==> config.mk <==
export PLATFORM = sky130hd
export DESIGN_NAME = dbrm_controller
export DESIGN_NICKNAME = d
export VERILOG_FILES = /design/src/design/dbrm_pkg.sv /design/src/design/dbrm_controller.sv
export SDC_FILE = /design/constraint.sdc
export NUM_CORES = 1
export LEC_CHECK = 0
export ABC_AREA = 0
export BUFFER_PORTS_ARGS = -buffer_cell sky130_fd_sc_hd__buf_4
export CORE_AREA = 5 5 42 44
export DETAILED_ROUTE_END_ITERATION = 16
export DIE_AREA = 0 0 47 49
export PLACE_DENSITY = 0.83
export SYNTH_ARGS = -nofsm -noshare
export SYNTH_HDL_FRONTEND = slang
export SYNTH_SLANG_ARGS = --single-unit
==> constraint.sdc <==
create_clock -name clk -period 3.3 [get_ports clk]
set_clock_uncertainty 0.15 [all_clocks]
set_input_delay 0.33 -clock clk [delete_from_list [all_inputs] [get_ports clk]]
set_output_delay 0.33 -clock clk [all_outputs]
set_load 0.02 [all_outputs]
==> src/design/dbrm_pkg.sv <==
`default_nettype none
package dbrm_pkg;
  localparam int TableEntries = 256;
  localparam int QueueSlots = 512;
  localparam int IndexBits = 16;
  localparam int PosBits = $clog2(TableEntries);
  localparam int CountBits = $clog2(TableEntries + 1);
  localparam int SlotBits = $clog2(QueueSlots);
  localparam int SlotsBits = $clog2(QueueSlots + 1);
  localparam int CfgBits = 16;

  localparam logic [2:0] CMD_LOAD = 3'd0;
  localparam logic [2:0] CMD_RET_HANDLE = 3'd1;
  localparam logic [2:0] CMD_RET_INDEX = 3'd2;
  localparam logic [2:0] CMD_PUSH = 3'd3;
  localparam logic [2:0] CMD_POP = 3'd4;

  localparam logic [2:0] ST_LOADED = 3'd0;
  localparam logic [2:0] ST_QUEUED = 3'd1;
  localparam logic [2:0] ST_RX_FOUND = 3'd2;
  localparam logic [2:0] ST_NOT_FOUND = 3'd3;
  localparam logic [2:0] ST_FULL = 3'd4;
  localparam logic [2:0] ST_POPPED = 3'd5;
  localparam logic [2:0] ST_EMPTY = 3'd6;

  localparam logic [2:0] REG_TX_COUNT = 3'd0;
  localparam logic [2:0] REG_TX_BASE = 3'd1;
  localparam logic [2:0] REG_RX_COUNT = 3'd2;
  localparam logic [2:0] REG_RX_BASE = 3'd3;
  localparam logic [2:0] REG_QUEUE_SLOTS = 3'd4;

  // controller -> datapath
  typedef struct packed {
    logic capture;     // latch the command fields
    logic load_write;  // write table entry
    logic scan_start;  // clear scan position, issue first read
    logic scan_step;   // compare current entry, advance
    logic scan_rx;     // 0 transmit table, 1 receive table
    logic push;        // write ring at write pointer
    logic pop_read;    // issue ring read
    logic pop_done;    // advance read pointer
    logic finish;      // drive the result strobe
    logic [2:0] status;
    logic use_found;   // buffer_index from scan hit, else command index
    logic use_pop;     // buffer_index from ring read data
    logic zero_index;
  } dbrm_cmd_t;

  // datapath -> controller
  typedef struct packed {
    logic [2:0] command;
    logic scan_hit;
    logic scan_end;
    logic full;
    logic empty;
    logic in_tx;
    logic in_rx;
  } dbrm_stat_t;
endpackage
`default_nettype wire

==> src/design/dbrm_controller.sv <==
`default_nettype none
module dbrm_controller (
  input  wire logic clk,
  input  wire logic rst,
  input  wire logic start,
  output logic busy,
  input  wire dbrm_pkg::dbrm_stat_t stat,
  output dbrm_pkg::dbrm_cmd_t cmd
);
  import dbrm_pkg::*;

  typedef enum logic [2:0] {
    S_IDLE, S_DECODE, S_SCAN_TX, S_SCAN_RX, S_POP
  } state_t;
  state_t state;

  always_ff @(posedge clk) begin
    if (rst) begin
      state <= S_IDLE;
      busy <= 1'b0;
    end else begin
      unique case (state)
        S_IDLE: if (start) begin state <= S_DECODE; busy <= 1'b1; end
        S_DECODE: begin
          if (stat.command == CMD_RET_HANDLE) state <= S_SCAN_TX;
          else if (stat.command == CMD_POP && !stat.empty) state <= S_POP;
          else begin state <= S_IDLE; busy <= 1'b0; end
        end
        S_SCAN_TX: if (stat.scan_hit) begin
          state <= S_IDLE; busy <= 1'b0;
        end else if (stat.scan_end) state <= S_SCAN_RX;
        S_SCAN_RX: if (stat.scan_hit || stat.scan_end) begin
          state <= S_IDLE; busy <= 1'b0;
        end
        S_POP: begin state <= S_IDLE; busy <= 1'b0; end
        default: state <= S_IDLE;
      endcase
    end
  end

  always_comb begin
    cmd = '0;
    cmd.status = ST_NOT_FOUND;
    unique case (state)
      S_IDLE: cmd.capture = start;
      S_DECODE: begin
        unique case (stat.command)
          CMD_LOAD: begin
            cmd.load_write = 1'b1; cmd.finish = 1'b1; cmd.status = ST_LOADED;
            cmd.zero_index = 1'b1;
          end
          CMD_RET_HANDLE: begin cmd.scan_start = 1'b1; cmd.scan_rx = 1'b0; end
          CMD_RET_INDEX: begin
            cmd.finish = 1'b1;
            if (stat.in_tx) begin
              cmd.status = stat.full ? ST_FULL : ST_QUEUED;
              cmd.push = !stat.full;
            end else if (stat.in_rx) cmd.status = ST_RX_FOUND;
            else cmd.zero_index = 1'b1;
          end
          CMD_PUSH: begin
            cmd.finish = 1'b1;
            cmd.status = stat.full ? ST_FULL : ST_QUEUED;
            cmd.push = !stat.full;
          end
          CMD_POP: begin
            if (stat.empty) begin
              cmd.finish = 1'b1; cmd.status = ST_EMPTY; cmd.zero_index = 1'b1;
            end else cmd.pop_read = 1'b1;
          end
          default: begin cmd.finish = 1'b1; cmd.zero_index = 1'b1; end
        endcase
      end
      S_SCAN_TX: begin
        cmd.scan_step = 1'b1;
        if (stat.scan_hit) begin
          cmd.finish = 1'b1; cmd.use_found = 1'b1;
          cmd.status = stat.full ? ST_FULL : ST_QUEUED;
          cmd.push = !stat.full;
        end else if (stat.scan_end) begin
          cmd.scan_step = 1'b0; cmd.scan_start = 1'b1; cmd.scan_rx = 1'b1;
        end
      end
      S_SCAN_RX: begin
        cmd.scan_step = 1'b1;
        if (stat.scan_hit) begin
          cmd.finish = 1'b1; cmd.use_found = 1'b1; cmd.status = ST_RX_FOUND;
        end else if (stat.scan_end) begin
          cmd.finish = 1'b1; cmd.zero_index = 1'b1;
        end
      end
      S_POP: begin
        cmd.finish = 1'b1; cmd.use_pop = 1'b1; cmd.pop_done = 1'b1;
        cmd.status = ST_POPPED;
      end
      default: ;
    endcase
  end
endmodule
`default_nettype wire

==> results.cfg <==
[status]
status = complete, no violations

[cells_and_area]
final_layout_size_suffix_gt1_share_pct = 36.3
fin_util_pct = 53.2
layout.cells.non_filler = 118
regArea_um2 = 80.1
diodes = 0
area.growth.synth_to_final_pct = 39.6
n_fill_cell = 142
multiInputGateArea_um2 = 417
nets = 116

[floorplanning]
core-area_um2 = 1400
dieArea_um2 = 2300
ios = 28
die_w_um = 47
die_h_um = 49
core.rowCount = 14
initial_core_util_pct = 38.1

[worst_setup_path]
required_ns = 2.82
r2r_slack_ns = 1.62
reg2reg_to = busy
cp_max_fo = 14
critPathArrivalTime_ns = 1.75
critical-path-slowest-cell = dfxtp_1
reg2reg_depth = 4
r2r-start = state[2]
timing.critical_path.to_type = primary output
path_class = reg2out
crit_chain = nor3b_1 > a21oi_1 > o31ai_2 > buf_4
max_stage_delay_ns = 0.57
crit_path_start_kind = flip-flop

[synth]
ys_seq_area_share_pct = 15.0
syn-mean-instance-area_um2 = 6.85
syn_area_um2 = 534
ys.flop_type = dfxtp_1
yosysTopAreaCellShare_pct = 15.0
yosysWarningCount = 0
postSynthCellCount = 78
yosys-top-cells-count = nor2_1 (15), a21oi_1 (7)
synth_area_leaders = dfxtp_1 (15%), nor2_1 (11%), a21oi_1 (6.6%), nand2b_1 (4.7%), nor2b_1 (4.7%)
async_reset_ff_share_pct = 0
synth_fp_nets = 90
synth_top_area_cell = dfxtp_1
synth-edff-count = 0
synth_cell_type_count = 34
synth_most_common_cell = nor2_1
ys_seq_elements = 4

[timing]
rsz0062_at_grt = no
worst_slew_pin_slew_ns = 0.527
setup_viol = 0
slew_headroom_pct = 64.8
finalHoldViolCount = 0
drv_slew = 0
period_share_pct = 67.5
max_freq_mhz = 449
layout_setup_ws_ns = 1.07
timing.final.crit_period_ns = 2.23
setup_tns_ns = 0

[grt]
antenna_found_initial = 0
grt.overflow.total = 0
grt_max_degree = 15
grt_pass1_vias = 625
track_usage_pct = 14.4
grt_pass1_wl_mm = 2.55

[route]
drt_iter0_markers = 20
drc_errors = 0
wl_mm = 1.65
vias_per_cell = 5.78
postRouteAntennaNets = 0
num_vias = 682
wl_per_cell_um = 13.9
first_pass_iters = 4

[place]
portBuffers = 27
dp_cells = 115
dp_hpwl_mm = 1.27
place_ws_ns = 1.35
gp_congestion = 0.850

[hold_path]
hp-start = rst
min_path_cells = 2
hp-class = in2reg
min_to = state[2]

[power]
intPower_mw = 0.122
power.density_nw_per_um2 = 240
p_sw_share_pct = 31.8
pwr-share-seq_pct = 30.9
p_comb_share_pct = 36.1
p_clk_share_pct = 33.0
p_sw_mw = 0.0569
ir_drop_mv = 0.237
total_power_mw = 0.179
power.leakage_nw = 0.336

[clocking]
postCtsHoldBufs = 0
cts-root-buf = clkbuf_4
cts_resized = 0
clk_pin_slew_ns = 0.04
postCtsSetupRepairBufs = 0
cts_max_path_buffers = 2
cts_buffers = 3
cts_sinks = 4
cts.htree.levels = 1
insertion_delay_ns = 0.23
cts_tree = yes

[flow_run]
cap_violations = 0
sequential cells by signal, summed over array words and instances (netlist names):
register  flops
state         3
busy          1
metrics by stage:
stage               hold WS [ns]  cell area, µm²
global placement           0.382             723
floorplan                  0.251             534
CTS                        0.137             746
global route               0.142             746
finish                     0.147             746
detailed placement         0.388             723
cell families after synthesis:
logic type | synth area share [%]
DFF | 15.0
buffers and inverters | 7.02
and+or+nand+nor | 47.1
AOI/OAI and AO/OA | 30.9
layout make-up:
type                            count  share of cell area [%]
Sequential cell                     4                    10.7
Clock buffer                        3                    3.02
Timing Repair Buffer               27                    27.2
Multi-Input combinational cell     67                    55.9
Inverter                            1                   0.503
Tap cell                           16                    2.68
critical path, delay by kind of cell (launching register included):
family,cells,cell delay (ns)
simple gates,1,0.51
flops,1,0.57
buf+inv,1,0.20
compound gates,2,0.24
power groups by stage:
stage	combinational, mW	clock, mW	sequential (mW)
after floorplan	0.0376	0	0.0545
final	0.0647	0.0591	0.0553
after CTS	0.0648	0.0632	0.0549
after global routing	0.0702	0.0674	0.0554
after detailed placement	0.0646	0	0.0557
after global placement	0.0639	0	0.0554
placed cells by master (no fill, tap or decap), types with 2 or more instances in the layout:
cell type,instances
a211oi_1,2
clkbuf_4,3
nor3_1,4
a21oi_1,7
nand2_1,4
nor3b_1,3
dfxtp_1,4
a31oi_1,3
nor2b_1,4
buf_4,27
nor2_1,15
nand2b_1,4
nand3b_1,2
worst max path at each step:
stage,from,to,slack [ns]
2_1_floorplan,state[0],cmd[4],1.29
3_3_place_gp,stat[7],cmd[6],1.38
3_5_place_dp,state[2],cmd[6],1.35
4_1_cts,state[2],cmd[6],1.09
5_1_grt,state[2],cmd[6],0.96
6_report,state[2],cmd[6],1.07
layer usage:
layer,share of wire (%),global-route usage [%],vias up
met3,6.3,2.95,4
met4,1.9,7.37,0
met1,40,16.2,313
met5,0,0,-
met2,52,24.2,27
li1,-,-,338
Note: power is estimated with default switching activity, not from simulation.
